### config.mk
export PLATFORM = sky130hd
export DESIGN_NAME = pixel_brightness_convert
export DESIGN_NICKNAME = d
export VERILOG_FILES = /design/src/hw/rtl/pbc_pkg.sv /design/src/hw/rtl/pixel_brightness_convert.sv
export SDC_FILE = /design/constraint.sdc
export NUM_CORES = 1
export LEC_CHECK = 0
export BUFFER_PORTS_ARGS = -buffer_cell sky130_fd_sc_hd__buf_4
export CAP_MARGIN = 20
export CORE_AREA = 2 2 114 116
export DETAILED_ROUTE_END_ITERATION = 10
export DIE_AREA = 0 0 116 118
export PLACE_DENSITY = 0.61
export SETUP_SLACK_MARGIN = 0.05
export SLEW_MARGIN = 20
export SYNTH_ARGS = -nofsm -noshare
export SYNTH_HDL_FRONTEND = slang
export SYNTH_SLANG_ARGS = --single-unit
### constraint.sdc
create_clock -name clk_i -period 4.6 [get_ports clk_i]
set_clock_uncertainty 0.2 [all_clocks]
set_input_delay 0.46 -clock clk_i [delete_from_list [all_inputs] [get_ports clk_i]]
set_output_delay 0.46 -clock clk_i [all_outputs]
set_load 0.01 [all_outputs]
### src/hw/rtl/pbc_pkg.sv
// Shared widths, types and constants for the pixel brightness converter.
package pbc_pkg;

  localparam int unsigned ColorW  = 15;
  localparam int unsigned ChanW   = 5;
  localparam int unsigned BrightW = 4;
  localparam int unsigned PixelW  = 16;
  localparam int unsigned NumChan = 3;

  // Product of a channel and a brightness nibble.
  localparam int unsigned ProdW = ChanW + BrightW;

  // Largest product: full channel times full brightness.
  localparam logic [ProdW-1:0] ProdMax = ProdW'(31 * 15);

  // Brightness that leaves a channel unchanged, used as the divisor.
  localparam logic [BrightW-1:0] BrightFull = BrightW'(15);

  typedef logic [ProdW-1:0] prod_t;
  typedef logic [ChanW-1:0] chan_t;

endpackage

### src/hw/rtl/pixel_brightness_convert.sv
// Top level of the pixel brightness converter: three-stage scale and pack pipeline.
//
// This block takes one 15-bit pixel word per clock when not stalled (three 5-bit
// channels, low channel in bits 4:0) together with its line's 4-bit brightness and
// its valid mask bit, and returns one 16-bit 5-6-5 word per pixel. Each channel is
// scaled as channel * brightness / 15, rounded down. The low channel lands in bits
// 15:11, the middle channel in bits 10:6 with its top bit repeated in bit 5, and the
// high channel in bits 4:0. With gate_enable set, a pixel whose valid bit is clear
// comes out as zero. The pipeline accepts a new word in every cycle while the output
// is not stalled and holds up to three words; a word passes through the product,
// quotient and pixel registers before its result appears. The three stages are the
// channel multiply, the divide by 15 (a multiply by 17/256 followed by a remainder
// check), and the final correction and packing into the output register. A stall
// on the output propagates back through the stages that are full, so a bubble in
// the pipeline is always filled first.
// The gate_enable register is written through its own valid/ready port,
// which is always ready; write it only while the pipeline is empty.
module pixel_brightness_convert (
  input  logic                            clk_i,
  input  logic                            rst_ni,

  input  logic                            in_valid_i,
  output logic                            in_stall_o,
  input  logic [pbc_pkg::ColorW-1:0]      raw_color_i,
  input  logic [pbc_pkg::BrightW-1:0]     line_brightness_i,
  input  logic                            valid_bit_i,

  output logic                            out_valid_o,
  input  logic                            out_stall_i,
  output logic [pbc_pkg::PixelW-1:0]      out_pixel_o,

  input  logic                            cfg_valid_i,
  output logic                            cfg_ready_o,
  input  logic                            cfg_data_i
);

  localparam int unsigned NumChan = pbc_pkg::NumChan;
  localparam int unsigned ChanW   = pbc_pkg::ChanW;
  localparam int unsigned ProdW   = pbc_pkg::ProdW;
  // Width of product * 17, enough for the largest product.
  localparam int unsigned MulW    = ProdW + 5;

  // Configuration register.
  logic gate_enable_q;

  assign cfg_ready_o = 1'b1;

  always_ff @(posedge clk_i or negedge rst_ni) begin
    if (!rst_ni) begin
      gate_enable_q <= 1'b0;
    end else if (cfg_valid_i && cfg_ready_o) begin
      gate_enable_q <= cfg_data_i;
    end
  end

  // Stage valid bits and the ready chain. A stage may load when it is empty
  // or when the stage after it moves on in the same cycle.
  logic v1_q, v2_q, v3_q;
  logic rdy1, rdy2, rdy3;

  assign rdy3       = !v3_q || !out_stall_i;
  assign rdy2       = !v2_q || rdy3;
  assign rdy1       = !v1_q || rdy2;
  assign in_stall_o = !rdy1;

  logic in_accept;
  assign in_accept = in_valid_i && rdy1;

  // Stage 1: multiply each channel by the brightness. A gated pixel gets a
  // product of zero, which yields a black output.
  pbc_pkg::prod_t prod_d [NumChan];
  pbc_pkg::prod_t prod_q [NumChan];
  logic           masked;

  assign masked = gate_enable_q && !valid_bit_i;

  always_comb begin
    for (int k = 0; k < NumChan; k++) begin
      prod_d[k] = masked ? '0
                : ProdW'(raw_color_i[k*ChanW +: ChanW]) * ProdW'(line_brightness_i);
    end
  end

  always_ff @(posedge clk_i or negedge rst_ni) begin
    if (!rst_ni) begin
      v1_q <= 1'b0;
    end else if (rdy1) begin
      v1_q <= in_valid_i;
    end
  end

  always_ff @(posedge clk_i) begin
    if (in_accept) begin
      prod_q <= prod_d;
    end
  end

  // Stage 2: estimate the quotient by 15 as (p * 17) >> 8, which is never
  // high and at most one low, then flag the case where the remainder shows
  // the estimate needs one more.
  pbc_pkg::chan_t quo_d [NumChan];
  pbc_pkg::chan_t quo_q [NumChan];
  logic           fix_d [NumChan];
  logic           fix_q [NumChan];

  always_comb begin
    logic [MulW-1:0]  mul17;
    logic [ProdW-1:0] back;
    logic [ProdW-1:0] rem;
    for (int k = 0; k < NumChan; k++) begin
      mul17    = (MulW'(prod_q[k]) << 4) + MulW'(prod_q[k]);
      quo_d[k] = mul17[8 +: ChanW];
      back     = (ProdW'(quo_d[k]) << 4) - ProdW'(quo_d[k]);
      rem      = prod_q[k] - back;
      fix_d[k] = (rem >= ProdW'(pbc_pkg::BrightFull));
    end
  end

  always_ff @(posedge clk_i or negedge rst_ni) begin
    if (!rst_ni) begin
      v2_q <= 1'b0;
    end else if (rdy2) begin
      v2_q <= v1_q;
    end
  end

  always_ff @(posedge clk_i) begin
    if (v1_q && rdy2) begin
      quo_q <= quo_d;
      fix_q <= fix_d;
    end
  end

  // Stage 3: apply the correction and pack the 5-6-5 word.
  pbc_pkg::chan_t                chan_fin [NumChan];
  logic [pbc_pkg::PixelW-1:0]    pixel_d;
  logic [pbc_pkg::PixelW-1:0]    pixel_q;

  always_comb begin
    for (int k = 0; k < NumChan; k++) begin
      chan_fin[k] = quo_q[k] + ChanW'(fix_q[k]);
    end
    pixel_d = {chan_fin[0], chan_fin[1], chan_fin[1][ChanW-1], chan_fin[2]};
  end

  always_ff @(posedge clk_i or negedge rst_ni) begin
    if (!rst_ni) begin
      v3_q <= 1'b0;
    end else if (rdy3) begin
      v3_q <= v2_q;
    end
  end

  always_ff @(posedge clk_i) begin
    if (v2_q && rdy3) begin
      pixel_q <= pixel_d;
    end
  end

  assign out_valid_o = v3_q;
  assign out_pixel_o = pixel_q;

  // A product never exceeds a full channel times full brightness.
  assert property (@(posedge clk_i) disable iff (!rst_ni)
    v1_q |-> (prod_q[0] <= pbc_pkg::ProdMax) && (prod_q[1] <= pbc_pkg::ProdMax)
             && (prod_q[2] <= pbc_pkg::ProdMax))
    else $error("stage 1 product out of range");

  // The corrected quotient must still fit in a channel.
  assert property (@(posedge clk_i) disable iff (!rst_ni)
    v2_q |-> ((6'(quo_q[0]) + 6'(fix_q[0])) <= 6'd31)
             && ((6'(quo_q[1]) + 6'(fix_q[1])) <= 6'd31)
             && ((6'(quo_q[2]) + 6'(fix_q[2])) <= 6'd31))
    else $error("quotient correction overflowed");

  // An accepted word with zero brightness gives all-zero products.
  assert property (@(posedge clk_i) disable iff (!rst_ni)
    (in_accept && (line_brightness_i == '0)) |=>
      (prod_q[0] == '0) && (prod_q[1] == '0) && (prod_q[2] == '0))
    else $error("zero brightness did not give zero products");

  // A gated word gives all-zero products.
  assert property (@(posedge clk_i) disable iff (!rst_ni)
    (in_accept && gate_enable_q && !valid_bit_i) |=>
      (prod_q[0] == '0) && (prod_q[1] == '0) && (prod_q[2] == '0))
    else $error("masked pixel was not blanked");

  // The middle channel's top bit is repeated into bit 5.
  assert property (@(posedge clk_i) disable iff (!rst_ni)
    out_valid_o |-> (out_pixel_o[5] == out_pixel_o[10]))
    else $error("middle channel replica bit mismatch");

endmodule
==> flow_summary.toml, run 1 <==
[outcome]
status = "finished clean"

[global_route]
met2_usage_pct = 26.02
grt_pass1_wl_mm = 17.64
grt_use_total_pct = 16.03
first_global_vias = 3969
grt-busiest-layer = "met2"
antenna_found_initial = 0
grt_use_met3_pct = 3.141
grt_max_degree = 28
use_met1_pct = 20.78
grt.overflow.total = 0

[synth]
ys_async_sr_fraction_pct = 6.250
synthCells = 560
synth_xor_area_share_pct = 7.474
avgSynthCellArea_um2 = 10.25
muxShareOfSynthArea_pct = 0.1961
ys_seq_area_share_pct = 33.12
netlist_area_um2 = 5742
synth_compound_area_share_pct = 10.44
yosys_warnings = 0
syn-num-nets = 706
synthAdderAreaFrac_pct = 28.90
synth-seq-cells = 64
dominantRegCellSynth = "edfxtp_1"
synth_top_family_by_area = "adder cells"
synth_cell_types = 47
synth-edff-count = 60
synthSimpleGateAreaFrac_pct = 14.16

[finish]
area_growth_pct = 15.08
drive_gt1_share_pct = 11.29
diodes = 0
nets = 752
multi_input_area_um2 = 3517
regArea_um2 = 1902
fill_cells = 1104
final_cell_area_um2 = 6608

[clock_tree]
cts.clk_slew.worst_paths_ns = 0.05
cts_root_buf = "clkbuf_16"
cts_resized = 0
cts_buffers = 9
clk_path_buf_depth = 2
cts_max_level = 3
tritoncts = "built"
cts_sinks = 64
clkLatencyLatePin_ns = 0.33

[setup_path]
cp_top_family = "adder cells"
rr_endpoint = "fix_q[1]"
arrival_ns = 4.20
cp_slowest_cell = "edfxtp_1"
cpPeakStageDelay_ns = 0.48
cp_max_fo = 6
critPathBufInv = 2
crit_start = "prod_q[14]"
cp.depth = 16
crit_top_cell = "ha_1"
ff2ff_setup_slack_ns = 0.26
critPathKind = "register to register"
crit_path_end_kind = "register"
cp_data_required_time_ns = 4.47
start_kind = "register"
r2r_start = "prod_q[14]"
path_cells = "ha_1 -> a31o_2 -> a21o_1 -> a31o_2 -> and2_1 -> ha_1 -> inv_1 -> ha_1 -> inv_1 -> ha_1 -> and2b_1 -> o2111ai_1 -> nand3b_1 -> xor2_1 -> nor4_1 -> o211ai_1"
worstRegToRegCells = 16
crit_path_end = "fix_q[1]"

[die]
die_w_um = 116
num_rows = 41
start_util_pct = 46.25
floorplan.core_area_um2 = 12410
die_y_um = 118
die_area_um2 = 13690
top_level_ports = 45

[timing]
tightestPinTransition_ns = 1.030
fmax_ghz = 0.2307
min_period_over_period_pct = 94.25
maxSlewViolCount = 0
hold_violations = 0
setup_viol = 0
period_minus_slack_ns = 4.336
rsz0062_at_grt = "false"
slew_headroom_pct = 31.22
setup_tns_ns = 0
worst_slack_ns = 0.2644

[placement]
dp_hpwl_mm = 8.164
dpl_cell_area_um2 = 6242
gp_congestion = 0.8365
io_buffers = 43
pre_cts_slack_ns = 0.3704

[route]
drcViolationCount = 0
routedWlPerCell_um = 12.93
viasPerCell = 5.032
drt_iter0_markers = 176
vias = 3940
totalWireLength_mm = 10.13
first_pass_iters = 4
ant_nets = 0

[power_and_ir_drop]
cellLeakagePower_nw = 3.176
ir_worst_vdd_uv = 197.3
p_per_area_nw_per_um2 = 519.9

[run]
drv_cap = 0

[worst_hold_path]
hold_class = "primary input to register"
state kept, by name, summed over array words and instances (netlist names):
| signal | flops |
|---|---|
| fix_q | 3 |
| gate_enable_q | 1 |
| out_valid_o | 1 |
| quo_q | 15 |
| out_pixel_o | 15 |
| v1_q | 1 |
| v2_q | 1 |
| prod_q | 27 |
power breakdown:
part,leakage (nW),internal [mW],switching [mW]
registers,0.623,0.791,0.0669
clock network,0.172,0.557,0.244
logic,2.38,0.820,0.956
synth_stat cells, types with 2 or more instances:
library cell  number  area (µm²)
inv_1             74       277.8
o221ai_1           2       17.52
a221o_1            2       20.02
o211ai_1           2       15.01
nor2b_1            7       43.79
nand2b_1           6       37.54
clkbuf_1           7       26.28
nand4_1            5       31.28
a21o_1            20       150.1
a31o_2             5       43.79
and2_1            41       256.5
o2111ai_1          4       35.03
o21bai_1           7       52.55
ha_1              99        1239
dfrtp_1            4       100.1
nand3b_1           4       30.03
nand2_1           37       138.9
nor2_1            26       97.59
a31oi_1            5       31.28
xnor2_1           36       315.3
and3_1             9       56.30
a21oi_1           23       115.1
edfxtp_1          60        1802
nor3_1             5       25.02
fa_1              21       420.4
xor2_1            13       113.9
o21ai_0            4       20.02
buf_4              2       15.01
nand3_1           12       60.06
cell usage in the layout, fill, tap and decap left out, types with 5 or more instances in the layout:
cell type	netlist	routed
ha_1	99	99
inv_1	74	74
edfxtp_1	60	60
buf_4	2	44
and2_1	41	40
nand2_1	37	37
xnor2_1	36	36
nor2_1	26	26
a21oi_1	23	23
fa_1	21	21
a21o_1	20	20
xor2_1	13	13
nand3_1	12	12
and3_1	9	9
clkbuf_16	0	9
nor2b_1	7	7
o21bai_1	7	7
nand2b_1	6	6
a31o_2	5	5
nand4_1	5	5
a31oi_1	5	5
nor3_1	5	5
cell type report:
class                      instances  area share [%]
sequential                        64           28.78
clock buffer                      11           3.825
tap                              172           3.257
clock inverter                     5           1.553
multi-input combinational        412           53.23
inverter                          74           4.204
timing repair buffer              45           5.151
logic make-up (layout without fill, tap and decap cells):
family	after synthesis	count (layout)
simple gates	156	156
fa+ha+maj	120	120
mux	1	1
compound gates	85	85
other cells	1	1
flops	64	64
buf+inv	84	135
xor+xnor	49	49
through the flow:
stage / hold slack (ns) / power (mW) / instances / util [%]
CTS: 0.1110 / 3.451 / 783 / 53.23
detailed placement: 0.06186 / 2.627 / 766 / 50.28
global route: 0.1120 / 3.733 / 783 / 53.23
floorplan: -0.03559 / 2.252 / 560 / -
global placement: 0.05629 / 2.574 / 766 / 50.27
finish: 0.1210 / 3.435 / 783 / 53.23
per-layer routing:
layer	vias to the layer above	routed length (µm)
li1	2034	-
met1	1829	4918
met2	63	4665
met3	14	331
met4	0	209
met5	-	0
timing repair:
action | 4_1_cts | 5_1_grt
endpoints found under the hold margin | 4 | 0
setup buffers | 0 | 0
hold buffers | 1 | 0
worst min-delay path by stage:
stage                     startpoint       endpoint  slack [ns]  cells past startpoint
final                     in_valid_i           v1_q        0.12                      2
after global routing      in_valid_i           v1_q        0.11                      2
after CTS                 in_valid_i           v1_q        0.11                      2
after detailed placement      rst_ni  gate_enable_q        0.06                      1
after global placement        rst_ni  gate_enable_q        0.06                      1
after floorplan               rst_ni  gate_enable_q       -0.04                      0
Note: power is estimated with default switching activity, not from simulation.
==> run 2: changes to the inputs <==
==> constraint.sdc (replaced) <==
create_clock -name clk_i -period 4.6 [get_ports clk_i]
set_clock_uncertainty 0.2 [all_clocks]
set_input_delay 1.38 -clock clk_i [delete_from_list [all_inputs] [get_ports clk_i]]
set_output_delay 1.38 -clock clk_i [all_outputs]
set_load 0.01 [all_outputs]
==> flow_summary.toml, run 2 (synthesized netlist as in run 1, its figures left out) <==
[outcome]
status = "finished clean"

[timing]
rsz0062_at_grt = "false"
maxSlewViolCount = 0
tightestPinTransition_ns = 0.7585
hold_violations = 0
slew_headroom_pct = 49.43
setup_tns_ns = 0
fmax_ghz = 0.2373
setup_viol = 0
period_minus_slack_ns = 4.215
min_period_over_period_pct = 91.62

[finish]
top_register = "prod_q"
nets = 757
stdcell_count = 788
area_growth_pct = 14.77
most-common-layout-cells = "ha_1 (99), inv_1 (74), edfxtp_1 (60), buf_4 (50), and2_1 (41)"
drive_gt1_share_pct = 12.18
diodes = 0
layout_commonest_cell = "ha_1"
largest_reg_flops = 27

[clock_tree]
cts_root_buf = "clkbuf_16"
tritoncts = "built"
cts_hold_buf = 0
clkLatencyLatePin_ns = 0.33
cts.clk_slew.worst_paths_ns = 0.05
cts_sinks = 64
cts_max_level = 3
clk_path_buf_depth = 2
cts_buffers = 9

[global_route]
grt_use_total_pct = 16.58
grt_pass1_wl_mm = 18.47
antenna_found_initial = 0
grt_max_degree = 28
grt.overflow.total = 0
first_global_vias = 4172

[power_and_ir_drop]
clockPowerShare_pct = 20.0
p_seq_share_pct = 25.7
switchingPower_mw = 1.286
p_per_area_nw_per_um2 = 505.2
pwr-share-comb_pct = 54.3
finalPower_mw = 3.329
cellLeakagePower_nw = 3.158
ir_worst_vdd_uv = 195.5
switching_share_pct = 38.63
internal_power_mw = 2.043

[route]
drt_iter0_markers = 168
routedWlPerCell_um = 13.01
totalWireLength_mm = 10.25
ant_nets = 0
viasPerCell = 5.081
first_pass_iters = 4
drcViolationCount = 0
vias = 4004

[placement]
gp_congestion = 0.8419
dp.cells = 771
dp_hpwl_mm = 8.380
io_buffers = 43

[die]
start_util_pct = 46.25
num_rows = 41
floorplan.core_area_um2 = 12410
top_level_ports = 45
die_w_um = 116
die_y_um = 118
die_area_um2 = 13690

[setup_path]
critPathKind = "register to register"
crit_top_cell = "ha_1"
crit_path_end_kind = "register"
cp_slowest_cell = "edfxtp_1"
start_kind = "register"
path_cells = "ha_1 -> a31o_2 -> a21o_1 -> a31o_2 -> and2_1 -> ha_1 -> inv_1 -> ha_1 -> inv_1 -> ha_1 -> nor2b_1 -> o2111ai_1 -> a32oi_1 -> xor2_1 -> xnor2_1 -> nand4_1"
arrival_ns = 4.08
cp_max_fo = 6
cpPeakStageDelay_ns = 0.49
cp_data_required_time_ns = 4.47

[run]
drv_cap = 0

[worst_hold_path]
hold_class = "register to register"
## run 2: cell types whose count changed in the layout (fill, tap and decap cells not counted), sizes merged
| cell | before | now |
|---|---|---|
| dlygate4sd3 | 1 | 0 |
| clkinvlp | 1 | 5 |
| buf | 44 | 50 |
| bufinv | 3 | 1 |
| clkbuf | 11 | 9 |
## run 2: metal layers
| layer | up-vias | routed length (µm) | global-route usage [%] |
|---|---|---|---|
| met2 | 69 | 4983 | 27.74 |
| li1 | 2044 | - | - |
| met4 | 0 | 206 | 6.696 |
| met5 | - | 0 | 0 |
| met1 | 1874 | 4755 | 21.42 |
| met3 | 17 | 305 | 2.317 |
## run 2: power groups by stage
stage / Combinational [mW] / Sequential (mW) / Clock [mW]
after floorplan: 1.38 / 0.868 / 0
after global placement: 1.71 / 0.866 / 0
after detailed placement: 1.78 / 0.871 / 0
after CTS: 1.80 / 0.860 / 0.677
after global routing: 2.08 / 0.870 / 0.702
final: 1.81 / 0.856 / 0.666
## run 2: worst paths after layout
kind	from	endpoint	slack, ns	depth (start not counted)
worst max-delay path	prod_q[23]	fix_q[2]	0.39	16
worst min-delay path	v1_q	v2_q	0.28	1
worst max register to register	prod_q[23]	fix_q[2]	0.39	16
worst min register to register	v1_q	v2_q	0.28	1
max in group asynchronous	rst_ni	gate_enable_q	3.47	1
min in group asynchronous	rst_ni	v1_q	0.63	1
## run 2: per-stage QoR
step	setup WS, ns	utilization [%]	area [µm²]	hold slack, ns
5_1_grt	0.1290	53.08	6590	0.3123
3_5_place_dp	0.04857	50.57	6279	0.2684
3_3_place_gp	0.1470	50.57	6279	0.2611
6_report	0.3854	53.08	6590	0.2760
2_1_floorplan	0.06750	-	5742	0.2487
4_1_cts	0.1883	52.97	6576	0.2798
## run 2: worst max-delay path, delay by kind of cell (launching register included)
kind	cells	cell delay, ns
xor gates and xnor gates	2	0.33
buffers and inverters	2	0.10
adders and majority gates	4	1.24
AOI/OAI and AO/OA	5	1.13
DFF	1	0.49
and+or+nand+nor	3	0.46
## run 2: final cells by class
cell class                 count  area (µm²)
inverter                      74       277.8
multi-input combinational    412        3522
tap                          172       215.2
clock buffer                   9       225.2
fill                        1168        5824
timing repair buffer          50       375.4
clock inverter                 7       72.57
sequential                    64        1902
## run 2: repair_timing
action / CTS / global route
setup endpoints to repair: 0 / 1
resized for setup: 0 / 1
setup buffers: 0 / 1
hold endpoints to repair: 0 / 0
==> run 3: changes to the inputs <==
- PLACE_DENSITY: 0.61 -> unset
==> flow_summary.toml, run 3 (synthesized netlist as in run 1, its figures left out) <==
[outcome]
status = "finished clean"

[clock_tree]
cts.clk_slew.worst_paths_ns = 0.05
cts_sinks = 64
cts_buffers = 9
cts_root_buf = "clkbuf_16"
clkLatencyLatePin_ns = 0.33
tritoncts = "built"
clk_path_buf_depth = 2
cts_max_level = 3

[route]
totalWireLength_mm = 9.981
vias = 3998
viasPerCell = 5.074
drcViolationCount = 0
first_pass_iters = 5
drt_iter0_markers = 199
routedWlPerCell_um = 12.67
ant_nets = 0

[finish]
regArea_um2 = 1902
most-common-layout-cells = "ha_1 (99), inv_1 (74), edfxtp_1 (60), buf_4 (50), and2_1 (41)"
nets = 757
diodes = 0
fill_cells = 1164
area_growth_pct = 15.45
layout_commonest_cell = "ha_1"
drive_gt1_share_pct = 12.01
largest_reg_flops = 27
multi_input_area_um2 = 3522
top_register = "prod_q"

[setup_path]
arrival_ns = 4.11
start_kind = "register"
crit_path_end_kind = "register"
critPathKind = "register to register"
cp_max_fo = 4
cp_data_required_time_ns = 4.46

[timing]
min_period_over_period_pct = 92.32
holdWs_ns = 0.2757
setup_tns_ns = 0
fmax_ghz = 0.2355
tightestPinTransition_ns = 0.7448
period_minus_slack_ns = 4.247
slew_headroom_pct = 50.34
setup_viol = 0
hold_violations = 0
maxSlewViolCount = 0
rsz0062_at_grt = "false"

[global_route]
antenna_found_initial = 0
first_global_vias = 4071
grt_max_degree = 28
grt.overflow.total = 0
grt_use_total_pct = 16.11
grt_pass1_wl_mm = 17.91

[power_and_ir_drop]
p_seq_share_pct = 25.1
ir_worst_vdd_uv = 202.4
switching_share_pct = 36.97
cellLeakagePower_nw = 3.191
switchingPower_mw = 1.262
pwr-share-comb_pct = 52.7
internal_power_mw = 2.152
clockPowerShare_pct = 22.2
p_per_area_nw_per_um2 = 514.9

[die]
top_level_ports = 45
num_rows = 41
start_util_pct = 46.25
die_w_um = 116
die_area_um2 = 13690
die_y_um = 118
floorplan.core_area_um2 = 12410

[placement]
gp_congestion = 0.8389
io_buffers = 43
dp_hpwl_mm = 8.338

[run]
drv_cap = 0

[worst_hold_path]
hold_class = "register to register"
-- run 3: changes by cell type in the layout (fill, tap and decap cells not counted) --
cell	before	now
bufinv_16	1	3
clkbuf_1	0	1
clkinv_2	1	2
clkinvlp_4	5	1
-- run 3: worst max-delay path, stage by stage (launching register included) --
cell       delay (ns)
edfxtp_1         0.41
ha_1             0.32
a31o_2           0.24
a21o_1           0.19
a31o_2           0.28
and2_1           0.17
ha_1             0.34
inv_1            0.07
ha_1             0.27
inv_1            0.04
ha_1             0.33
and2b_1          0.21
o2111ai_1        0.25
nand3b_1         0.13
xor2_1           0.17
nor4_2           0.26
o211ai_1         0.12
-- run 3: power by group through the flow --
stage	registers, mW	clock network [mW]	logic [mW]
finish	0.857	0.759	1.80
global placement	0.867	0	1.71
detailed placement	0.871	0	1.77
floorplan	0.868	0	1.38
global route	0.870	0.801	2.05
CTS	0.860	0.776	1.78
-- run 3: layer usage --
| layer | track usage [%] | vias to the layer above | part of all wire, % |
|---|---|---|---|
| met4 | 6.771 | 0 | 2.0 |
| met5 | 0 | - | 0 |
| met3 | 2.060 | 13 | 2.8 |
| met1 | 21.19 | 1868 | 47 |
| met2 | 26.54 | 72 | 48 |
| li1 | - | 2045 | - |
-- run 3: what timing repair did --
item | CTS | global route
setup buffers | 0 | 1
endpoints found under the setup margin | 0 | 1
gates resized for setup | 0 | 1
hold buffers | 0 | 0
-- run 3: path summary, 6_finish.rpt --
path | depth (start not counted) | end | slack [ns] | startpoint
min in group asynchronous | 1 | gate_enable_q | 0.64 | rst_ni
setup reg to reg | 16 | fix_q[1] | 0.35 | prod_q[10]
hold / removal | 1 | v2_q | 0.28 | v1_q
max in group asynchronous | 1 | v1_q | 3.46 | rst_ni
hold reg to reg | 1 | v2_q | 0.28 | v1_q
setup / recovery | 16 | fix_q[1] | 0.35 | prod_q[10]
-- run 3: stage by stage --
stage	utilization [%]	instances	total power [mW]	worst slack [ns]	cell area (µm²)
after global placement	50.57	771	2.574	0.1467	6279
final	53.40	788	3.413	0.3533	6629
after detailed placement	50.57	771	2.638	0.05725	6279
after CTS	53.29	787	3.420	0.1945	6615
after global routing	53.40	788	3.719	0.07896	6629
after floorplan	-	560	2.252	0.06750	5742
-- run 3: final cells by class --
class / count / share of cell area, %
timing repair buffer: 50 / 5.663
sequential: 64 / 28.69
inverter: 74 / 4.190
clock buffer: 10 / 3.454
clock inverter: 6 / 1.623
tap: 172 / 3.247
multi-input combinational: 412 / 53.13
